File: src/sv/assert_macros.svh
// ----------------------------------------------------------------------------
// assert_macros.svh
// Concurrent assertion helpers; empty when SYNTHESIS is defined.
// ----------------------------------------------------------------------------
`ifndef ASSERT_MACROS_SVH
`define ASSERT_MACROS_SVH

`ifndef SYNTHESIS

// same-cycle implication
`define ASSERT_IMPL(name, ante, cons) \
    name: assert property (@(posedge clk) disable iff (!rst_n) (ante) |-> (cons)) \
        else $error("assertion failed");

// next-cycle implication
`define ASSERT_NEXT(name, ante, cons) \
    name: assert property (@(posedge clk) disable iff (!rst_n) (ante) |=> (cons)) \
        else $error("assertion failed");

`else

`define ASSERT_IMPL(name, ante, cons)
`define ASSERT_NEXT(name, ante, cons)

`endif

`endif

File: src/sv/bld_pkg.sv
// ----------------------------------------------------------------------------
// bld_pkg
// Shared types and constants of the bounded list deque.
// ----------------------------------------------------------------------------
package bld_pkg;

    localparam int CAPACITY_DEF    = 16;
    localparam int VALUE_WIDTH_DEF = 32;

    localparam int IN_DATA_W  = 32;
    localparam int IN_USER_W  = 3;
    localparam int OUT_DATA_W = 48;
    localparam int VOUT_W     = 32;
    localparam int CNT_OUT_W  = 5;

    typedef enum logic [2:0] {
        CMD_INS_FRONT = 3'd0,
        CMD_INS_BACK  = 3'd1,
        CMD_REM_FRONT = 3'd2,
        CMD_REM_BACK  = 3'd3,
        CMD_REM_VAL   = 3'd4
    } bld_cmd_t;

    localparam logic [1:0] STAT_OK    = 2'd0;
    localparam logic [1:0] STAT_EMPTY = 2'd1;
    localparam logic [1:0] STAT_FULL  = 2'd2;

    typedef struct packed {
        logic shift_r;
        logic shift_l;
        logic load_en;
    } bld_ctrl_t;

endpackage

File: src/sv/bld_cell.sv
// ----------------------------------------------------------------------------
// bld_cell
// One list entry: loads, takes its left or right neighbor, or holds its value.
// ----------------------------------------------------------------------------
module bld_cell
    import bld_pkg::*;
#(
    parameter int CAPACITY    = CAPACITY_DEF,
    parameter int VALUE_WIDTH = VALUE_WIDTH_DEF,
    parameter int IDX         = 0
)
(
    input  logic                              clk,
    input  bld_ctrl_t                         ctrl,
    input  logic [$clog2(CAPACITY + 1) - 1:0] load_pos,
    input  logic [VALUE_WIDTH - 1:0]          load_data,
    input  logic [VALUE_WIDTH - 1:0]          left_data,
    input  logic [VALUE_WIDTH - 1:0]          right_data,
    output logic [VALUE_WIDTH - 1:0]          data
);

    localparam int CNTW = $clog2(CAPACITY + 1);
    localparam logic [CNTW - 1:0] IDX_C = CNTW'(IDX);

    logic [VALUE_WIDTH - 1:0] data_reg;
    logic [VALUE_WIDTH - 1:0] data_next;

    always_comb
    begin
        data_next = data_reg;
        if (ctrl.load_en && (load_pos == IDX_C))
        begin
            data_next = load_data;
        end
        else if (ctrl.shift_r)
        begin
            data_next = left_data;
        end
        else if (ctrl.shift_l)
        begin
            data_next = right_data;
        end
    end

    always_ff @(posedge clk)
    begin
        data_reg <= data_next;
    end

    assign data = data_reg;

endmodule

File: src/sv/bounded_list_deque_core.sv
// ----------------------------------------------------------------------------
// bounded_list_deque_core
// Bounded deque with remove-by-value, held in a row of shifting entry cells.
// Result: registered on the edge that takes an end insert/removal; for a
//   remove-by-value on a non-empty list, registered as the ST_WALK rotation ends.
// Throughput: one end insert/removal per cycle while m_tready stays high;
//   remove-by-value on a non-empty list holds the input while the entries rotate.
// Reset: rst_n asynchronous, active low; empties the list, clears handshakes.
// ----------------------------------------------------------------------------
`include "assert_macros.svh"

module bounded_list_deque_core
    import bld_pkg::*;
#(
    parameter int CAPACITY    = CAPACITY_DEF,
    parameter int VALUE_WIDTH = VALUE_WIDTH_DEF
)
(
    input  logic                      clk,
    input  logic                      rst_n,
    input  logic                      s_tvalid,
    output logic                      s_tready,
    input  logic [IN_DATA_W - 1:0]    s_tdata,   // value[31:0]
    input  logic [IN_USER_W - 1:0]    s_tuser,   // command[2:0]
    output logic                      m_tvalid,
    input  logic                      m_tready,
    output logic [OUT_DATA_W - 1:0]   m_tdata    // value_out[31:0], status[33:32],
                                                 // entry_count[38:34], is_empty[39],
                                                 // removed_count[44:40], zero[47:45]
);

    localparam int CNTW = $clog2(CAPACITY + 1);
    localparam logic [CNTW - 1:0] CAP_C = CNTW'(CAPACITY);

    typedef enum logic {ST_IDLE, ST_WALK} state_t;

    state_t                   state_reg,   state_next;
    logic [CNTW - 1:0]        count_reg,   count_next;
    logic [CNTW - 1:0]        steps_reg,   steps_next;
    logic [CNTW - 1:0]        len_reg,     len_next;
    logic [CNTW - 1:0]        had_reg,     had_next;
    logic [VALUE_WIDTH - 1:0] match_reg,   match_next;
    logic                     m_tvalid_reg, m_tvalid_next;
    logic [OUT_DATA_W - 1:0]  m_tdata_reg,  m_tdata_next;

    bld_ctrl_t                ctrl;
    logic [CNTW - 1:0]        load_pos;
    logic [VALUE_WIDTH - 1:0] load_data;
    logic [VALUE_WIDTH - 1:0] cell_q [CAPACITY];
    logic [VALUE_WIDTH - 1:0] tail;
    logic [VALUE_WIDTH - 1:0] v_in;
    logic                     accept;
    logic                     keep;

    logic                     res_load;
    logic [VALUE_WIDTH - 1:0] res_vout;
    logic [1:0]               res_status;
    logic [CNTW - 1:0]        res_removed;
    logic [VALUE_WIDTH + VOUT_W - 1:0] vout_wide;
    logic [CNTW + CNT_OUT_W - 1:0]     cnt_wide;
    logic [CNTW + CNT_OUT_W - 1:0]     rem_wide;

    assign v_in     = VALUE_WIDTH'(s_tdata);
    assign s_tready = (state_reg == ST_IDLE) && (!m_tvalid_reg || m_tready);
    assign accept   = s_tvalid && s_tready;
    assign m_tvalid = m_tvalid_reg;
    assign m_tdata  = m_tdata_reg;

    // cell row, front at index 0
    for (genvar i = 0; i < CAPACITY; i++)
    begin : g_cell
        logic [VALUE_WIDTH - 1:0] left_d;
        logic [VALUE_WIDTH - 1:0] right_d;

        if (i == 0)
        begin : g_first
            assign left_d = '0;
        end
        else
        begin : g_mid_l
            assign left_d = cell_q[i - 1];
        end

        if (i == CAPACITY - 1)
        begin : g_last
            assign right_d = cell_q[i];
        end
        else
        begin : g_mid_r
            assign right_d = cell_q[i + 1];
        end

        bld_cell #(
            .CAPACITY    (CAPACITY),
            .VALUE_WIDTH (VALUE_WIDTH),
            .IDX         (i)
        ) u_cell (
            .clk        (clk),
            .ctrl       (ctrl),
            .load_pos   (load_pos),
            .load_data  (load_data),
            .left_data  (left_d),
            .right_data (right_d),
            .data       (cell_q[i])
        );
    end

    always_comb
    begin
        tail = '0;
        for (int i = 0; i < CAPACITY; i++)
        begin
            if (count_reg == CNTW'(i + 1))
            begin
                tail = tail | cell_q[i];
            end
        end
    end

    always_comb
    begin
        state_next    = state_reg;
        count_next    = count_reg;
        steps_next    = steps_reg;
        len_next      = len_reg;
        had_next      = had_reg;
        match_next    = match_reg;
        m_tvalid_next = m_tvalid_reg;
        m_tdata_next  = m_tdata_reg;

        ctrl        = '0;
        load_pos    = '0;
        load_data   = v_in;
        keep        = 1'b0;
        res_load    = 1'b0;
        res_vout    = '0;
        res_status  = STAT_OK;
        res_removed = '0;

        if (m_tvalid_reg && m_tready)
        begin
            m_tvalid_next = 1'b0;
        end

        case (state_reg)
            ST_IDLE:
            begin
                if (accept)
                begin
                    res_load = 1'b1;
                    case (bld_cmd_t'(s_tuser))
                        CMD_INS_FRONT:
                        begin
                            if (count_reg == CAP_C)
                            begin
                                res_status = STAT_FULL;
                            end
                            else
                            begin
                                ctrl.shift_r = 1'b1;
                                ctrl.load_en = 1'b1;
                                count_next   = count_reg + 1'b1;
                            end
                        end
                        CMD_INS_BACK:
                        begin
                            if (count_reg == CAP_C)
                            begin
                                res_status = STAT_FULL;
                            end
                            else
                            begin
                                ctrl.load_en = 1'b1;
                                load_pos     = count_reg;
                                count_next   = count_reg + 1'b1;
                            end
                        end
                        CMD_REM_FRONT:
                        begin
                            if (count_reg == '0)
                            begin
                                res_status = STAT_EMPTY;
                            end
                            else
                            begin
                                res_vout     = cell_q[0];
                                res_removed  = CNTW'(1);
                                ctrl.shift_l = 1'b1;
                                count_next   = count_reg - 1'b1;
                            end
                        end
                        CMD_REM_BACK:
                        begin
                            if (count_reg == '0)
                            begin
                                res_status = STAT_EMPTY;
                            end
                            else
                            begin
                                res_vout    = tail;
                                res_removed = CNTW'(1);
                                count_next  = count_reg - 1'b1;
                            end
                        end
                        CMD_REM_VAL:
                        begin
                            if (count_reg == '0)
                            begin
                                res_status = STAT_EMPTY;
                            end
                            else
                            begin
                                res_load   = 1'b0;
                                state_next = ST_WALK;
                                steps_next = count_reg;
                                len_next   = count_reg;
                                had_next   = count_reg;
                                match_next = v_in;
                            end
                        end
                        default:
                        begin
                        end
                    endcase
                end
            end
            ST_WALK:
            begin
                // rotate the head to the ring tail if kept, else shrink the ring
                keep         = (cell_q[0] != match_reg);
                ctrl.shift_l = 1'b1;
                ctrl.load_en = keep;
                load_pos     = len_reg - 1'b1;
                load_data    = cell_q[0];
                len_next     = keep ? len_reg : len_reg - 1'b1;
                steps_next   = steps_reg - 1'b1;
                if (steps_reg == CNTW'(1))
                begin
                    state_next  = ST_IDLE;
                    count_next  = len_next;
                    res_load    = 1'b1;
                    res_removed = had_reg - len_next;
                end
            end
            default:
            begin
                state_next = ST_IDLE;
            end
        endcase

        vout_wide = (VALUE_WIDTH + VOUT_W)'(res_vout);
        cnt_wide  = (CNTW + CNT_OUT_W)'(count_next);
        rem_wide  = (CNTW + CNT_OUT_W)'(res_removed);

        if (res_load)
        begin
            m_tvalid_next = 1'b1;
            m_tdata_next  = {3'b000,
                             rem_wide[CNT_OUT_W - 1:0],
                             (count_next == '0),
                             cnt_wide[CNT_OUT_W - 1:0],
                             res_status,
                             vout_wide[VOUT_W - 1:0]};
        end
    end

    always_ff @(posedge clk or negedge rst_n)
    begin
        if (!rst_n)
        begin
            state_reg    <= ST_IDLE;
            count_reg    <= '0;
            steps_reg    <= '0;
            len_reg      <= '0;
            had_reg      <= '0;
            match_reg    <= '0;
            m_tvalid_reg <= 1'b0;
            m_tdata_reg  <= '0;
        end
        else
        begin
            state_reg    <= state_next;
            count_reg    <= count_next;
            steps_reg    <= steps_next;
            len_reg      <= len_next;
            had_reg      <= had_next;
            match_reg    <= match_next;
            m_tvalid_reg <= m_tvalid_next;
            m_tdata_reg  <= m_tdata_next;
        end
    end

    `ASSERT_IMPL(a_count_bound, 1'b1, count_reg <= CAP_C)
    `ASSERT_IMPL(a_walk_no_accept, state_reg == ST_WALK, !s_tready)
    `ASSERT_IMPL(a_walk_ring, state_reg == ST_WALK, (len_reg >= steps_reg) && (had_reg >= len_reg) && (steps_reg != '0))
    `ASSERT_NEXT(a_accept_resp, accept, m_tvalid || (state_reg == ST_WALK))

endmodule

File: config.mk
export PLATFORM = sky130hd
export DESIGN_NAME = bounded_list_deque_core
export DESIGN_NICKNAME = d
export VERILOG_FILES = /design/src/sv/bld_pkg.sv /design/src/sv/bld_cell.sv /design/src/sv/bounded_list_deque_core.sv
export VERILOG_INCLUDE_DIRS = /design/src /design/src/sv
export SDC_FILE = /design/constraint.sdc
export NUM_CORES = 1
export LEC_CHECK = 0
export ABC_AREA = 0
export BUFFER_PORTS_ARGS = -buffer_cell sky130_fd_sc_hd__buf_2
export CAP_MARGIN = 20
export CORE_ASPECT_RATIO = 1.4
export CORE_UTILIZATION = 50
export DETAILED_ROUTE_END_ITERATION = 6
export PLACE_DENSITY_LB_ADDON = 0.3
export REMOVE_ABC_BUFFERS = 1
export SYNTH_ARGS = -nofsm -noshare
export SYNTH_HDL_FRONTEND = slang
export SYNTH_SLANG_ARGS = --single-unit
File: constraint.sdc
create_clock -name clk -period 4.7 [get_ports clk]
set_input_delay 0.47 -clock clk [delete_from_list [all_inputs] [get_ports clk]]
set_output_delay 0.47 -clock clk [all_outputs]
set_load 0.02 [all_outputs]
Word-level counts from Yosys, hierarchy flattened --
Cells that the tools add are included.
Storage, ports and cells: output and inout bits 50, flip-flop bits (word level) 611, logic and storage cells 247, input bits 39
Cells by class: reductions and logical operators 47, equal/unequal tests 40, bitwise gates (word level) 17, add/subtract/negate cells 5, muxes and demuxes 114
Operators by type and width (count):
- $mux 32 | 68
- $or 32x32->32 | 15
- $eq 5x4->1 const B | 16
- $pmux 32 s2 | 1
- $mux 5 | 12
- $pmux 5 s2 | 6
- $reduce_bool 3->1 | 15
- $eq 5x3->1 const B | 8
- $ne 32x32->1 | 1
- $eq 5x2->1 const B | 4
- $logic_and 1x1->1 | 19
- $mux 1 | 19
- $eq 5x1->1 const B | 3
- $logic_not 5->1 | 3
- $sub 5x1->5 const B | 3
- $pmux 2 s2 | 2
- $eq 3x2->1 const B | 2
- $mux 2 | 3
- $add 5x1->5 const B | 1
- $eq 5x5->1 const B | 1
- $sub 5x5->5 | 1
- $ne 2x2->1 const B | 2
- $pmux 1 s2 | 2
- $reduce_and 4->1 | 1
- other kinds (12) | 15

Logic depth before layout (Yosys ltp) --
word-level depth 36, mapped depth 14, mapped depth without buffers 13

By module --
Synthesis repeated with hierarchy kept, for this count alone.
Unflattened totals: cells, all modules 2653, area total of the unflattened synthesis 38360.5 µm²
By module, submodules not included:
- bounded_list_deque_core | seq. area each 2477.4 µm², cells each 942, area an instance 8343.0 µm², times used 1
- bld_cell at g_cell[1].u_cell ... | seq. area each 960.9 µm², cells each 107, area an instance 1894.3 µm², times used 4
- bld_cell at g_cell[10].u_cell ... | seq. area each 960.9 µm², cells each 107, area an instance 1884.3 µm², times used 4
- bld_cell at g_cell[12].u_cell ... | seq. area each 960.9 µm², cells each 107, area an instance 1891.8 µm², times used 2
- bld_cell at g_cell[13].u_cell ... | seq. area each 960.9 µm², cells each 107, area an instance 1881.8 µm², times used 2
- bld_cell at g_cell[11].u_cell ... | seq. area each 960.9 µm², cells each 106, area an instance 1783.0 µm², times used 2
- bld_cell at g_cell[15].u_cell | seq. area each 960.9 µm², cells each 107, area an instance 1899.3 µm², times used 1
- bld_cell at g_cell[0].u_cell | seq. area each 960.9 µm², cells each 108, area an instance 1890.6 µm², times used 1

Worst setup path before layout --
No wires, ideal clock.
kind register -> register, start register count_reg[0], end register g_cell[0].u_cell.data_reg[0] (enable), setup slack 1.069 ns, arrival time 3.242 ns, stages on the path, launching flop included 13, data required time 4.311 ns, path buffers 2, clock period less this slack 3.631 ns, cells stage by stage dfrtp_1 -> clkbuf_1 -> inv_1 -> ha_1 -> nor4b_4 -> inv_2 -> ha_1 -> nand2_1 -> o21ai_0 -> nor3_2 -> nand3_2 -> buf_4 -> nand2_1
On the way: word-level cells in the longest chain between the ends 8, elaborated cells on any way between the ends 17, those cells by class eq/ne: 1; mux: 12; reduce/logical: 4
Ends and longest elaborated chain:
- start: declaration | RTL line bounded_list_deque_core.sv:38 | logic [CNTW - 1:0] count_reg, count_next;
- start signal: assignment | RTL line bounded_list_deque_core.sv:283 | count_reg <= count_next;
- $eq 5x5->1 | RTL line bounded_list_deque_core.sv:154, bounded_list_deque_core.sv:167
- $mux 5 | RTL line bounded_list_deque_core.sv:167 | if (count_reg == CAP_C)
- $mux 5 | RTL line bounded_list_deque_core.sv:151 | case (bld_cmd_t'(s_tuser))
- $mux 5 | RTL line bounded_list_deque_core.sv:148 | if (accept)
- $pmux 5 s2 | RTL line bounded_list_deque_core.sv:145 | case (state_reg)
- $logic_not 5->1 | RTL line bld_cell.sv:31 | if (ctrl.load_en && (load_pos == IDX_C))
- $logic_and 1x1->1 | RTL line bld_cell.sv:31
- $reduce_bool 3->1 (no source line) *
- end signal: assignment | RTL line bld_cell.sv:47 | data_reg <= data_next;
- end: declaration | RTL line bld_cell.sv:25 | logic [VALUE_WIDTH - 1:0] data_reg;
Every way passes the cells marked *; elsewhere a longest branch is shown, timed or not. A chain may end at the register's enable or synchronous reset.

Worst setup path after layout --
start register g_cell[0].u_cell.data_reg[14], end register m_tdata_reg[44], in the netlist m_tdata[44]
On the way: word-level cells in the longest chain between the ends 5
Ends and longest elaborated chain:
- $ne 32x32->1 | RTL line bounded_list_deque_core.sv:230 | keep = (cell_q[0] != match_reg);
- $mux 5 | RTL line bounded_list_deque_core.sv:235 | len_next = keep ? len_reg : len_reg - 1'b1;
- $sub 5x5->5 | RTL line bounded_list_deque_core.sv:242 | res_removed = had_reg - len_next;
- $mux 5 | RTL line bounded_list_deque_core.sv:237 | if (steps_reg == CNTW'(1))
- $pmux 5 s2 | RTL line bounded_list_deque_core.sv:145
- end signal: assignment | RTL line bounded_list_deque_core.sv:289 | m_tdata_reg <= m_tdata_next;
- end: declaration | RTL line bounded_list_deque_core.sv:44 | logic [OUT_DATA_W - 1:0] m_tdata_reg, m_tdata_next;
Every way passes these cells.

==> impl_metrics.toml <==
[synth]
synthFlopType = "edfxtp_1"
synth-edff-count = 512
synth.avg_cell_area_sq_um = 12.4
synth_top_area_share_pct = 44.4
yosys-top-cells-count = "960 x mux2i_1, 512 x edfxtp_1, 271 x nand2_1, 162 x a22oi_1, 156 x clkbuf_1"
netlist_instances = 2792
synth_area_leaders = "edfxtp_1 44%, mux2i_1 28%, dfrtp_1 7.2%, a22oi_1 3.5%, nand2_1 2.9%"
ys_ff_latch = 611
synth_area_sq_um = 34600
async_reset_ff_share_pct = 16.2
yosys_warnings = 0
ys_types = 61
seq_area_frac_synth_pct = 51.5
yosysMostFrequentCell = "mux2i_1"
yosysTopAreaCell = "edfxtp_1"

[detailed_routing]
wl_per_cell_um = 33.9
routed_via_density = 7.08
drc = 25
first_pass_iters = 7
postRouteAntennaNets = 0
drtIter0Drc = 4060
via_count = 26900
drt_wl_total_um = 129000

[final_layout]
fillers = 5664
n_antenna_cell = 0
regArea_sq_um = 17900
drive_gt1_share_pct = 13.5
multi_input_area_sq_um = 15700
finish.utilization_pct = 56.4
nNetsFinal = 2878
largest_reg_flops = 512
syn_to_final_growth_pct = 10.9

[floorplan]
fp.coreArea_sq_um = 68100
fp.dieH_um = 313
io_pins = 89
num_rows = 113
die_area_sq_um = 70300
initial_core_util_pct = 50.8
dieWidth_um = 224

[cts]
cts.sinks = 611
cts_hold_buf = 1
clk_latency_ps = 690
h-tree-depth = 2
root_buffer = "clkbuf_16"
postCtsResizedCells = 0
cts_buffers = 61
clkSlewWorstSetupHoldPaths_ps = 70
cts_buffer_depth = 3
postCtsSetupBuffers = 0
cts_tree = "yes"

[timing]
fin_ws_ps = 332
clock_skew_ps = 33.7
fin_crit_ps = 4370
max_slew_margin_pct = 20.4
max_freq_mhz = 229
finalMaxSlewViolations = 0
rsz0062_at_grt = "false"
finalCritPeriodShare_pct = 92.9
hold_violations = 0
finalSetupViolCount = 0
worst_pin_slew_ps = 1190

[run_status]
outcome = "finished, violations left"
violations = "design-rule violations"

[global_route]
grt_pass1_vias = 26900
grt_pass1_wl_um = 185000
grt-ovfl-total = 0
antenna_found_initial = 0
grt_max_degree = 108
grt_usage_pct = 36.1

[placement]
port_buffers = 85
gp_congestion = 0.918
dpl.hpwl_um = 77800
post-place-ws_ps = 527

[worst_setup_path]
endpoint_kind = "flip-flop"
r2r_slack_ps = 330
cp-start-kind = "flip-flop"
critical_path_arrival_ps = 4950
worstSetupPathType = "flip-flop to flip-flop"
critPathMaxFanout = 6
required_ps = 5280

[power]
p_leak_nw = 14.8
max-vdd-ir-drop_mv = 0.405
finalPower_mw = 26.3
powerDensity_nw_per_um2 = 685

[min_path]
hold_class = "input pin to flip-flop"

[run]
drv_cap = 0
==> logic make-up (layout without fill, tap and decap cells) <==
kind of cell,count (synthesis),after routing,synth area share (%)
adders and majority gates,15,15,0.564
muxes,964,964,27.9
xor gates and xnor gates,43,43,1.13
and+or+nand+nor,468,468,6.39
other,1,3,0.0108
buffers and inverters,277,360,3.74
DFF,611,611,51.5
AOI/OAI and AO/OA,413,413,8.76
==> stage by stage <==
stage | hold slack (ps) | setup TNS, ps | area, sq um | std cells
2_1_floorplan | 174 | -6158110 | 33400 | 2533
5_1_grt | 23.0 | 0 | 38400 | 3797
4_1_cts | 16.8 | 0 | 38300 | 3793
3_5_place_dp | 451 | 0 | 36400 | 3676
6_report | 29.8 | 0 | 38400 | 3797
3_3_place_gp | 445 | 0 | 36300 | 3659
==> critical path: stages, from the launching register on <==
cell      delay (ps)
edfxtp_1         490
xor2_1           250
nor4_1           750
buf_4            240
and4_1           350
nand2_1          190
o21ai_0          450
inv_1            180
fa_1             440
a21o_1           170
a21oi_1          160
xor2_1           200
xnor3_1          250
o21ai_0          150
==> layer usage <==
layer  wire length [um]  GRT usage, %  up-vias
li1                   -             -    10900
met1              45800          45.5    13300
met2              57900          56.2     2108
met3              15400          8.23      596
met4               9760          22.8        0
met5                  0             0        -
==> cell type report <==
cell class,instances,share of cell area [%]
tap,920,3.00
sequential,611,46.5
multi-input combinational,1906,40.8
clock buffer,92,4.46
inverter,16,0.156
clock inverter,24,0.590
timing repair buffer,228,4.47
==> placed cells by master, fill, tap and decap left out, types with 48 or more instances in the layout <==
cell type  synthesis  layout
nand2_1          271     262
mux2i_1          960     959
a22oi_1          162     162
a21oi_1           48      48
clkbuf_16          0      61
edfxtp_1         512     512
buf_4             35     127
dfrtp_1           99      98
buf_2             45      83
nand3_1           58      57
==> final timing paths <==
check / cells after the start / from / to
setup / recovery: 13 / g_cell[0].u_cell.data[14] / m_tdata[44]
hold / removal: 3 / s_tdata[15] / match_reg[15]
setup reg to reg: 13 / g_cell[0].u_cell.data[14] / m_tdata[44]
hold reg to reg: 2 / m_tdata[28] / m_tdata[28]
max in group asynchronous: 3 / rst_n / m_tdata[7]
min in group asynchronous: 2 / rst_n / m_tdata[21]
==> power breakdown <==
group          switching, mW  internal (mW)  total (mW)
Clock                   2.27           2.69        4.96
Combinational           6.50           3.26        9.76
Sequential              2.25           9.36        11.6
(Power assumes the default switching activity.)
